--- src/design/ucfd_pkg.sv ---
// Shared definitions for the unwind code slot decoder: slot layout, unwind
// operation codes, configuration register indexes and the slot-count decoder.
// No dependencies.
`timescale 1ns / 1ps

package ucfd_pkg;

    localparam int SLOT_W   = 16;
    localparam int OP_W     = 4;
    localparam int CNT_W    = 8;
    localparam int ACC_W    = 32;
    localparam int FRAME_W  = 64;
    localparam int OFFS_W   = 33;
    localparam int CFG_IDX_W = 2;
    localparam int CFG_DATA_W = 8;

    typedef logic [OP_W-1:0] op_t;

    // unwind operation codes
    localparam op_t OP_PUSH_NONVOL      = 4'd0;
    localparam op_t OP_ALLOC_LARGE      = 4'd1;
    localparam op_t OP_ALLOC_SMALL      = 4'd2;
    localparam op_t OP_SET_FPREG        = 4'd3;
    localparam op_t OP_SAVE_NONVOL      = 4'd4;
    localparam op_t OP_SAVE_NONVOL_FAR  = 4'd5;
    localparam op_t OP_EPILOG           = 4'd6;
    localparam op_t OP_SPARE            = 4'd7;
    localparam op_t OP_SAVE_XMM128      = 4'd8;
    localparam op_t OP_SAVE_XMM128_FAR  = 4'd9;
    localparam op_t OP_PUSH_MACHFRAME   = 4'd10;

    // configuration register indexes
    localparam logic [CFG_IDX_W-1:0] CFG_CODE_COUNT   = 2'd0;
    localparam logic [CFG_IDX_W-1:0] CFG_FRAME_OFFSET = 2'd1;
    localparam logic [CFG_IDX_W-1:0] CFG_TARGET_REG   = 2'd2;

    localparam logic [ACC_W-1:0] MACHFRAME_PLAIN = 32'h40;
    localparam logic [ACC_W-1:0] MACHFRAME_CODE  = 32'h48;
    localparam logic [ACC_W-1:0] PUSH_SIZE       = 32'd8;

    // number of slots an operation occupies, head included
    function automatic logic [1:0] op_slots(input op_t op, input op_t info);
        logic [1:0] n;
        n = 2'd1;
        unique case (op) inside
            OP_SAVE_NONVOL, OP_EPILOG, OP_SAVE_XMM128: n = 2'd2;
            OP_SAVE_NONVOL_FAR, OP_SPARE, OP_SAVE_XMM128_FAR: n = 2'd3;
            OP_ALLOC_LARGE: n = (info != 4'd0) ? 2'd3 : 2'd2;
            default: n = 2'd1;
        endcase
        return n;
    endfunction

endpackage

--- src/design/unwind_code_frame_decoder_unit.sv ---
// A slot item enters the input register; a result it completes passes to the
// result register and m_valid. Throughput: one slot item per cycle while the
// result is not stalled; input register, step logic and result register form
// a 2-deep pipeline whose carried state (slot counter, held op, running totals)
// updates as each item advances. Reset (aresetn low, synchronous) clears all
// state, configuration and both valid flags; items are accepted once it ends.
// Top level of the unwind code slot decoder. Depends on ucfd_pkg.
`timescale 1ns / 1ps

module unwind_code_frame_decoder_unit (
    input  logic                                   aclk,
    input  logic                                   aresetn,
    // configuration write channel
    input  logic                                   cfg_valid,
    output logic                                   cfg_ready,
    input  logic [ucfd_pkg::CFG_IDX_W-1:0]         cfg_index,
    input  logic [ucfd_pkg::CFG_DATA_W-1:0]        cfg_data,
    // slot input
    input  logic                                   s_valid,
    output logic                                   s_ready,
    input  logic [ucfd_pkg::SLOT_W-1:0]            s_slot_word,
    input  logic                                   s_begin_req,
    // results
    output logic                                   m_valid,
    input  logic                                   m_ready,
    output logic [ucfd_pkg::OP_W-1:0]              m_op_code,
    output logic [ucfd_pkg::OP_W-1:0]              m_op_info,
    output logic [1:0]                             m_slots_used,
    output logic signed [ucfd_pkg::ACC_W-1:0]      m_stack_delta,
    output logic signed [ucfd_pkg::ACC_W-1:0]      m_frame_delta,
    output logic signed [ucfd_pkg::ACC_W-1:0]      m_stack_before,
    output logic [ucfd_pkg::FRAME_W-1:0]           m_frame_total,
    output logic                                   m_reg_saved_here,
    output logic signed [ucfd_pkg::OFFS_W-1:0]     m_saved_offset
);
    import ucfd_pkg::*;

    // configuration
    logic [CNT_W-1:0]   code_count_reg;
    logic [OP_W-1:0]    frame_offset_reg;
    logic [OP_W-1:0]    target_reg_reg;

    // input register
    logic               in_valid_reg;
    logic [SLOT_W-1:0]  in_word_reg;
    logic               in_begin_reg;

    // decoder state
    logic [CNT_W-1:0]   slot_index_reg, slot_index_next;
    logic [1:0]         slots_left_reg, slots_left_next;
    op_t                held_op_reg, held_op_next;
    op_t                held_info_reg, held_info_next;
    logic [SLOT_W-1:0]  held_low_reg, held_low_next;
    logic [ACC_W-1:0]   stack_total_reg, stack_total_next;
    logic [FRAME_W-1:0] frame_sum_reg, frame_sum_next;
    logic               reg_found_reg, reg_found_next;

    // result register
    logic               out_valid_reg, out_valid_next;
    op_t                out_op_reg, out_info_reg;
    logic [1:0]         out_slots_reg;
    logic [ACC_W-1:0]   out_sd_reg, out_fd_reg, out_before_reg;
    logic [FRAME_W-1:0] out_frame_reg;
    logic               out_hit_reg;
    logic [OFFS_W-1:0]  out_off_reg;

    // step logic
    logic               advance;
    logic [CNT_W-1:0]   eff_index;
    logic [1:0]         eff_left;
    logic [ACC_W-1:0]   eff_stack;
    logic [FRAME_W-1:0] eff_frame;
    logic               eff_found;
    op_t                head_op, head_info;
    logic [1:0]         head_slots;
    logic               emit;
    op_t                em_op, em_info;
    logic [SLOT_W-1:0]  em_lo, em_hi;
    logic [ACC_W-1:0]   sd, fd;
    logic               hit;
    logic [OFFS_W-1:0]  off;

    assign cfg_ready = 1'b1;
    assign advance   = in_valid_reg && (!out_valid_reg || m_ready);
    assign s_ready   = !in_valid_reg || advance;

    always_ff @(posedge aclk) begin
        if (!aresetn) begin
            code_count_reg   <= '0;
            frame_offset_reg <= '0;
            target_reg_reg   <= '0;
        end else if (cfg_valid) begin
            case (cfg_index)
                CFG_CODE_COUNT:   code_count_reg   <= cfg_data;
                CFG_FRAME_OFFSET: frame_offset_reg <= cfg_data[OP_W-1:0];
                CFG_TARGET_REG:   target_reg_reg   <= cfg_data[OP_W-1:0];
                default: ;
            endcase
        end
    end

    always_ff @(posedge aclk) begin
        if (!aresetn) begin
            in_valid_reg <= 1'b0;
        end else if (s_ready) begin
            in_valid_reg <= s_valid;
        end
        if (s_valid && s_ready) begin
            in_word_reg  <= s_slot_word;
            in_begin_reg <= s_begin_req;
        end
    end

    assign head_op    = in_word_reg[11:8];
    assign head_info  = in_word_reg[15:12];
    assign head_slots = op_slots(head_op, head_info);

    // a begin flag clears the carried state before the slot is taken
    always_comb begin
        eff_index = in_begin_reg ? '0 : slot_index_reg;
        eff_left  = in_begin_reg ? '0 : slots_left_reg;
        eff_stack = in_begin_reg ? '0 : stack_total_reg;
        eff_frame = in_begin_reg ? '0 : frame_sum_reg;
        eff_found = in_begin_reg ? 1'b0 : reg_found_reg;

        slot_index_next = eff_index;
        slots_left_next = eff_left;
        held_op_next    = in_begin_reg ? '0 : held_op_reg;
        held_info_next  = in_begin_reg ? '0 : held_info_reg;
        held_low_next   = in_begin_reg ? '0 : held_low_reg;
        emit    = 1'b0;
        em_op   = head_op;
        em_info = head_info;
        em_lo   = '0;
        em_hi   = '0;

        if (eff_index < code_count_reg) begin
            slot_index_next = eff_index + CNT_W'(eff_index != '1);
            if (eff_left == 2'd0) begin
                if (head_slots == 2'd1) begin
                    emit = 1'b1;
                end else begin
                    held_op_next    = head_op;
                    held_info_next  = head_info;
                    slots_left_next = head_slots - 2'd1;
                end
            end else if (eff_left == 2'd2) begin
                held_low_next   = in_word_reg;
                slots_left_next = 2'd1;
            end else begin
                slots_left_next = 2'd0;
                emit    = 1'b1;
                em_op   = held_op_reg;
                em_info = held_info_reg;
                if (op_slots(held_op_reg, held_info_reg) == 2'd3) begin
                    em_lo = held_low_reg;
                    em_hi = in_word_reg;
                end else begin
                    em_lo = in_word_reg;
                end
            end
        end
    end

    // deltas, saved-register hit and offset of the completed operation, and new totals
    always_comb begin
        case (em_op)
            OP_PUSH_NONVOL:    sd = PUSH_SIZE;
            OP_ALLOC_SMALL:    sd = {24'd0, ({1'b0, em_info} + 5'd1), 3'd0};
            OP_PUSH_MACHFRAME: sd = (em_info == '0) ? MACHFRAME_PLAIN : MACHFRAME_CODE;
            OP_ALLOC_LARGE:    sd = (em_info == '0) ? {13'd0, em_lo, 3'd0}
                                                    : {em_hi, 16'd0} + {16'd0, em_lo};
            default:           sd = '0;
        endcase
        fd = (em_op == OP_SET_FPREG) ? (ACC_W'(0) - {24'd0, frame_offset_reg, 4'd0}) : sd;

        hit = !eff_found && (em_info == target_reg_reg) &&
              (em_op == OP_PUSH_NONVOL || em_op == OP_SAVE_NONVOL ||
               em_op == OP_SAVE_NONVOL_FAR);
        off = '0;
        if (hit) begin
            case (em_op)
                OP_PUSH_NONVOL: off = {eff_stack[ACC_W-1], eff_stack};
                OP_SAVE_NONVOL: off = {14'd0, em_lo, 3'd0};
                default:        off = {1'b0, em_hi, em_lo};
            endcase
        end

        if (emit) begin
            stack_total_next = eff_stack + sd;
            frame_sum_next   = eff_frame + {{(FRAME_W-ACC_W){fd[ACC_W-1]}}, fd};
            reg_found_next   = eff_found || hit;
        end else begin
            stack_total_next = eff_stack;
            frame_sum_next   = eff_frame;
            reg_found_next   = eff_found;
        end
    end

    always_ff @(posedge aclk) begin
        if (!aresetn) begin
            slot_index_reg  <= '0;
            slots_left_reg  <= '0;
            held_op_reg     <= '0;
            held_info_reg   <= '0;
            held_low_reg    <= '0;
            stack_total_reg <= '0;
            frame_sum_reg   <= '0;
            reg_found_reg   <= 1'b0;
        end else if (advance) begin
            slot_index_reg  <= slot_index_next;
            slots_left_reg  <= slots_left_next;
            held_op_reg     <= held_op_next;
            held_info_reg   <= held_info_next;
            held_low_reg    <= held_low_next;
            stack_total_reg <= stack_total_next;
            frame_sum_reg   <= frame_sum_next;
            reg_found_reg   <= reg_found_next;
        end
    end

    assign out_valid_next = (!out_valid_reg || m_ready) ? (advance && emit) : out_valid_reg;

    always_ff @(posedge aclk) begin
        if (!aresetn) begin
            out_valid_reg <= 1'b0;
        end else begin
            out_valid_reg <= out_valid_next;
        end
        if (advance && emit) begin
            out_op_reg     <= em_op;
            out_info_reg   <= em_info;
            out_slots_reg  <= op_slots(em_op, em_info);
            out_sd_reg     <= sd;
            out_fd_reg     <= fd;
            out_before_reg <= eff_stack;
            out_frame_reg  <= frame_sum_next;
            out_hit_reg    <= hit;
            out_off_reg    <= off;
        end
    end

    assign m_valid          = out_valid_reg;
    assign m_op_code        = out_op_reg;
    assign m_op_info        = out_info_reg;
    assign m_slots_used     = out_slots_reg;
    assign m_stack_delta    = out_sd_reg;
    assign m_frame_delta    = out_fd_reg;
    assign m_stack_before   = out_before_reg;
    assign m_frame_total    = out_frame_reg;
    assign m_reg_saved_here = out_hit_reg;
    assign m_saved_offset   = out_off_reg;

endmodule

--- config.mk ---
export PLATFORM = sky130hd
export DESIGN_NAME = unwind_code_frame_decoder_unit
export DESIGN_NICKNAME = d
export VERILOG_FILES = /design/src/design/ucfd_pkg.sv /design/src/design/unwind_code_frame_decoder_unit.sv
export SDC_FILE = /design/constraint.sdc
export NUM_CORES = 1
export LEC_CHECK = 0
export ABC_AREA = 1
export BUFFER_PORTS_ARGS = -buffer_cell sky130_fd_sc_hd__buf_4
export CORE_ASPECT_RATIO = 1.1
export CORE_MARGIN = 2
export CORE_UTILIZATION = 41
export DETAILED_ROUTE_END_ITERATION = 12
export HOLD_SLACK_MARGIN = 0.06
export PLACE_DENSITY_LB_ADDON = 0.05
export SETUP_SLACK_MARGIN = 0.15
export SLEW_MARGIN = 25
export SYNTH_ARGS = -nofsm -noshare
export SYNTH_HDL_FRONTEND = slang
export SYNTH_SLANG_ARGS = --single-unit
--- constraint.sdc ---
create_clock -name aclk -period 14.7 [get_ports aclk]
set_input_delay 0.735 -clock aclk [delete_from_list [all_inputs] [get_ports aclk]]
set_output_delay 0.735 -clock aclk [all_outputs]
set_load 0.02 [all_outputs]
==> results.py, run 1 <==
metrics = {
    "cts": {
        "path_clk_slew_ps": 60,
        "clkSinkCount": 370,
        "ctsResizeCount": 0,
        "cts-buffers-inserted": 42,
        "hold_buffers": 0,
        "cts_max_level": 2,
        "post-cts-setup-buffers": 0,
        "cts_tree": "done",
        "clock_latency_ps": 590,
        "cts_buffer_depth": 3,
        "root_buffer": "clkbuf_16",
    },
    "cells_and_area": {
        "area_growth_pct": 16.9,
        "drive_above_1_share_pct": 11.7,
        "fillers": 5511,
        "num_antenna_cells": 0,
        "stdcell_area_sq_um": 26300,
        "utilization_pct": 48.2,
        "nets": 3315,
        "fin_cells": 3946,
    },
    "yosys": {
        "synth_fp_nets": 3130,
        "synth_ff_type": "edfxtp_1",
        "yosysWarnings": 0,
        "syn_area_per_cell_sq_um": 7.52,
        "synth_area_leaders": "edfxtp_1 30%, dfxtp_1 13%, nand2_1 10%",
        "synth_edf_count": 221,
        "synth_top_area_share_pct": 29.5,
        "syn_area_sq_um": 22500,
        "seq_area_frac_synth_pct": 42.8,
        "yosysTopAreaCell": "edfxtp_1",
        "synthDistinctLibCells": 57,
        "ys_seq_elements": 370,
        "async_flop_share_pct": 0,
        "syn_inst": 2991,
    },
    "worst_setup_path": {
        "startpoint_type": "flip-flop",
        "cp_slowest_cell": "o21ai_0",
        "path_delay_family": "compound AO/OA/AOI/OAI gates",
        "critical_path_class": "reg2reg",
        "rr_worst_depth": 32,
        "cpPeakStageDelay_ps": 630,
        "path_buf_inv": 9,
        "crit_path_frequent_cell": "inv_1",
        "worstPathArrival_ps": 8230,
        "cp_max_fo": 44,
        "required_ps": 15170,
        "cp.depth": 32,
        "crit_path_end_kind": "flip-flop",
    },
    "grt": {
        "grt_max_degree": 86,
        "antenna_found_initial": 0,
        "first_global_vias": 20400,
        "grtUsageTotal_pct": 28.4,
        "grt_pass1_wl_um": 122000,
        "grt-ovfl-total": 0,
    },
    "floorplan": {
        "rows": 90,
        "die_h_um": 250,
        "die_w_um": 227,
        "ios": 239,
        "core_region_area_sq_um": 54500,
        "initial_utilization_pct": 41.3,
        "fp.dieArea_sq_um": 56700,
    },
    "routing": {
        "via_per_inst": 5.29,
        "wl_um": 81300,
        "drt-wirelength-per-cell_um": 20.6,
        "dr.pass1.iters": 5,
        "vias": 20900,
        "antenna_left": 0,
        "drc_errors": 0,
        "dr.first_iter.drc_count": 1373,
    },
    "sta": {
        "setup_viol": 0,
        "tns_ps": 0,
        "maxSlewViolCount": 0,
        "setup_slack_ps": 6940,
        "clock.fmax_mhz": 129,
        "relSlewSlack_pct": 32.7,
        "whs_ps": 313,
        "tightest_slew_ps": 1010,
        "finalClockSkew_ps": 35.8,
        "period_minus_slack_ps": 7760,
        "rsz0062_at_grt": "false",
        "hold_violations": 0,
        "fin_crit_sh_pct": 52.8,
    },
    "place": {
        "placed_cells": 3868,
        "pre_cts_ws_ps": 7030,
        "gp_congestion": 0.966,
        "dp.final_hpwl_um": 62200,
        "io_buffers": 237,
        "placed_area_sq_um": 24800,
    },
    "job": {
        "maxCapViolCount": 0,
    },
    "min_path": {
        "min_path_cells": 1,
        "worstHoldPathType": "in2reg",
    },
    "run_status": {
        "status": "finished clean",
    },
    "pwr": {
        "power_mw": 2.72,
        "cellLeakagePower_nw": 11.4,
        "ir_drop_mv": 0.0925,
        "power.density_nw_per_um2": 103,
    },
}
## logic make-up after synthesis
| group | Yosys count | share of synthesized area (%) |
|---|---|---|
| XOR/XNOR | 48 | 1.87 |
| AO/OA/AOI/OAI | 728 | 17.9 |
| adder cells (fa/ha/maj) | 107 | 6.02 |
| other | 1 | 0.0167 |
| AND/OR/NAND/NOR | 1185 | 21.9 |
| buffers and inverters | 552 | 9.45 |
| flip-flops | 370 | 42.8 |
## routing by layer
layer  wire (um)  share of wire, %  track usage (%)
met1       33800                42             34.6
met2       40400                50             50.1
met3        3260               4.0             3.14
met4        3870               4.8             12.6
met5           0                 0                0
## layout make-up
cell class,count,area [sq um],share of cell area [%]
Clock buffer,58,1220,4.65
Tap cell,736,921,3.50
Timing Repair Buffer,250,1890,7.18
Clock inverter,20,209,0.795
Inverter,443,1670,6.35
Sequential cell,370,9620,36.6
Multi-Input combinational cell,2069,10800,40.9
## power by group
| group | leakage, nW | switching, mW | internal (mW) |
|---|---|---|---|
| Sequential | 3.29 | 0.0247 | 1.16 |
| Combinational | 7.44 | 0.316 | 0.122 |
| Clock | 0.701 | 0.455 | 0.639 |
| Total | 11.4 | 0.795 | 1.92 |
## final timing paths
kind / from / endpoint / slack (ps)
setup / recovery: in_begin_reg / frame_sum_reg[38] / 6940
hold / removal: s_slot_word[1] / in_word_reg[1] / 310
setup reg to reg: in_begin_reg / frame_sum_reg[38] / 6940
hold reg to reg: stack_total_reg[6] / stack_total_reg[6] / 470
## cell usage in the layout, fill, tap and decap left out, types with 24 or more instances in the layout
master,instances
a21oi_1,315
a31oi_1,44
buf_4,247
clkbuf_16,43
dfxtp_1,149
edfxtp_1,221
ha_1,105
inv_1,431
nand2_1,619
nand3_1,148
nor2_1,301
nor3_1,46
o211ai_1,26
o21ai_0,230
o21ai_1,24
xor2_1,28
## cell usage after synthesis, types with 2 or more instances
cell type    n
nand2_2      3
a21o_1      12
a31oi_1     44
a21boi_0     8
o21a_1       5
nand3_2      2
o31ai_1     19
o21ai_0    230
inv_1      431
ha_1       105
nand3b_1     7
nor2_2       4
clkbuf_1    78
a221oi_1    12
inv_2        9
nor3_1      46
o21bai_1    18
nand4_1     15
fa_1         2
buf_6        3
o21ba_2      3
xnor2_1     20
buf_4        2
nand3_1    148
o21ai_2      3
nand2_4      3
buf_2       14
a21oi_1    315
nor2_4       2
and3_1       5
o211ai_1    26
or2_2       20
nand2_1    620
buf_1       12
dfxtp_1    149
inv_4        2
nor4_1       3
nor2_1     302
xor2_1      28
o21ai_1     24
edfxtp_1   221
(Power assumes the default switching activity.)
==> inputs of run 2 (changes only) <==
clock period = 6.5 ns   (was 14.7 ns; I/O delays follow)
==> run 2 against run 1 <==
Effect of this change: flip-flop and latch count stayed put; non-clock buffer count rose by 68; worst setup slack lost 6500 ps; first-iteration DRC count is 18% higher; highest routed layer unchanged.
==> results.py, run 2 (synthesis results as in run 1) <==
metrics = {
    "routing": {
        "drt-wirelength-per-cell_um": 20.6,
        "via_per_inst": 5.32,
        "drc_errors": 0,
        "vias": 21300,
        "dr.first_iter.drc_count": 1623,
        "dr.pass1.iters": 6,
        "wl_um": 82600,
        "antenna_left": 0,
    },
    "worst_setup_path": {
        "r2r-start": "in_begin_reg",
        "crit_start": "in_begin_reg",
        "startpoint_type": "flip-flop",
        "rr_worst_depth": 25,
        "critical_path_class": "reg2reg",
        "r2r_slack_ps": 430,
        "crit_path_end_kind": "flip-flop",
        "required_ps": 6820,
        "cp_max_fo": 14,
        "worstPathArrival_ps": 6390,
    },
    "cells_and_area": {
        "num_antenna_cells": 0,
        "nets": 3383,
        "final_common_cell": "nand2_1",
        "fin_cells": 4011,
        "area_growth_pct": 20.2,
        "drive_above_1_share_pct": 13.4,
        "fillers": 5423,
        "layout_common_cells": "616 x nand2_1, 430 x inv_1, 309 x a21oi_1",
    },
    "pwr": {
        "clkPwrFrac_pct": 41.3,
        "p_sw_mw": 1.77,
        "p_seq_share_pct": 42.6,
        "p_int_mw": 4.54,
        "power.density_nw_per_um2": 234,
        "sw_frac_of_total_pct": 28.1,
        "ir_drop_mv": 0.216,
        "cellLeakagePower_nw": 11.8,
        "p_comb_share_pct": 16.1,
    },
    "floorplan": {
        "die_w_um": 227,
        "initial_utilization_pct": 41.3,
        "die_h_um": 250,
        "fp.dieArea_sq_um": 56700,
        "ios": 239,
        "core_region_area_sq_um": 54500,
        "rows": 90,
    },
    "sta": {
        "tns_ps": 0,
        "setup_viol": 0,
        "fin_crit_sh_pct": 93.4,
        "relSlewSlack_pct": 31.1,
        "finalClockSkew_ps": 22.7,
        "tightest_slew_ps": 1030,
        "rsz0062_at_grt": "true",
        "period_minus_slack_ps": 6070,
        "maxSlewViolCount": 0,
        "whs_ps": 104,
        "clock.fmax_mhz": 165,
        "hold_violations": 0,
    },
    "run_status": {
        "status": "finished clean",
    },
    "grt": {
        "grt_max_degree": 93,
        "grt-ovfl-total": 0,
        "first_global_vias": 20900,
        "grtUsageTotal_pct": 28.9,
        "antenna_found_initial": 1,
        "grt_pass1_wl_um": 124000,
    },
    "place": {
        "gp_congestion": 0.968,
        "dp.final_hpwl_um": 62800,
        "placed_cells": 3910,
        "io_buffers": 237,
    },
    "cts": {
        "root_buffer": "clkbuf_16",
        "cts_max_level": 2,
        "clock_latency_ps": 590,
        "cts-buffers-inserted": 42,
        "clkSinkCount": 370,
        "cts_buffer_depth": 3,
        "cts_tree": "done",
        "path_clk_slew_ps": 60,
    },
    "min_path": {
        "min_path_cells": 3,
        "worstHoldPathType": "in2reg",
        "hp-start": "cfg_data[3]",
    },
    "job": {
        "maxCapViolCount": 0,
    },
}
-- run 2: changes by cell type in the layout (fill, tap and decap cells not counted), sizes merged --
cell / delta
buf: +44
clkinv: +4
bufinv: +7
dlygate4sd3: +24
clkinvlp: -1
clkbuf: -10
inv: -3
-- run 2: final timing paths --
| kind | to |
|---|---|
| setup / recovery | m_frame_total[50] |
| hold / removal | code_count_reg[3] |
| setup reg to reg | m_frame_total[50] |
| hold reg to reg | stack_total_reg[5] |
-- run 2: power by group through the flow --
stage / Clock (mW) / Sequential [mW] / Combinational, mW
finish: 2.61 / 2.69 / 1.02
global route: 2.76 / 2.70 / 1.12
CTS: 2.68 / 2.69 / 1.01
detailed placement: 0 / 2.74 / 0.996
global placement: 0 / 2.74 / 0.991
floorplan: 0 / 2.80 / 0.579
-- run 2: final cells by class --
class / count / area [sq um] / share of cell area [%]
clock inverters: 27 / 395 / 1.46
clock buffers: 48 / 1100 / 4.09
well taps: 736 / 921 / 3.41
repair buffers: 318 / 2450 / 9.09
multi-input cells: 2069 / 10900 / 40.2
flip-flops and latches: 370 / 9620 / 35.6
inverters: 443 / 1670 / 6.18
-- run 2: worst max-delay path, cell delays in order, from the launching register on --
cell	delay (ps)
edfxtp_1	530
buf_4	210
nor2_1	190
ha_1	260
nand2_1	70
nand2_1	40
nand2_1	50
nand2_1	80
nand2_4	100
nand2_4	140
inv_4	140
nand2_4	130
buf_4	220
nor3_1	630
inv_1	320
o21ai_0	280
buf_4	180
ha_1	280
a21oi_1	210
o21ai_0	160
a21oi_1	650
o21bai_1	150
a221oi_1	430
nand3_1	130
nand3_1	140
nand2_1	80
-- run 2: per-stage QoR --
step / util [%] / instance area (sq um) / total power [mW] / setup WS, ps
final: 49.6 / 27000 / 6.32 / 431
after global routing: 49.6 / 27000 / 6.57 / 138
after CTS: 49.4 / 26900 / 6.38 / 217
after detailed placement: 46.2 / 25200 / 3.74 / 226
after global placement: 46.2 / 25200 / 3.73 / 441
after floorplan: - / 22500 / 3.38 / 515
-- run 2: layer usage --
layer / part of all wire (%) / vias to the layer above / GRT usage, %
li1: - / 10500 / -
met1: 40 / 10000 / 34.9
met2: 49 / 676 / 49.8
met3: 5.4 / 181 / 3.89
met4: 5.5 / 0 / 14.9
met5: 0 / - / 0
-- run 2: what timing repair did --
action	CTS	global route
resized for setup	0	31
hold buffers	24	0
setup buffers	0	2
endpoints found under the hold margin	26	0
setup endpoints to repair	0	66
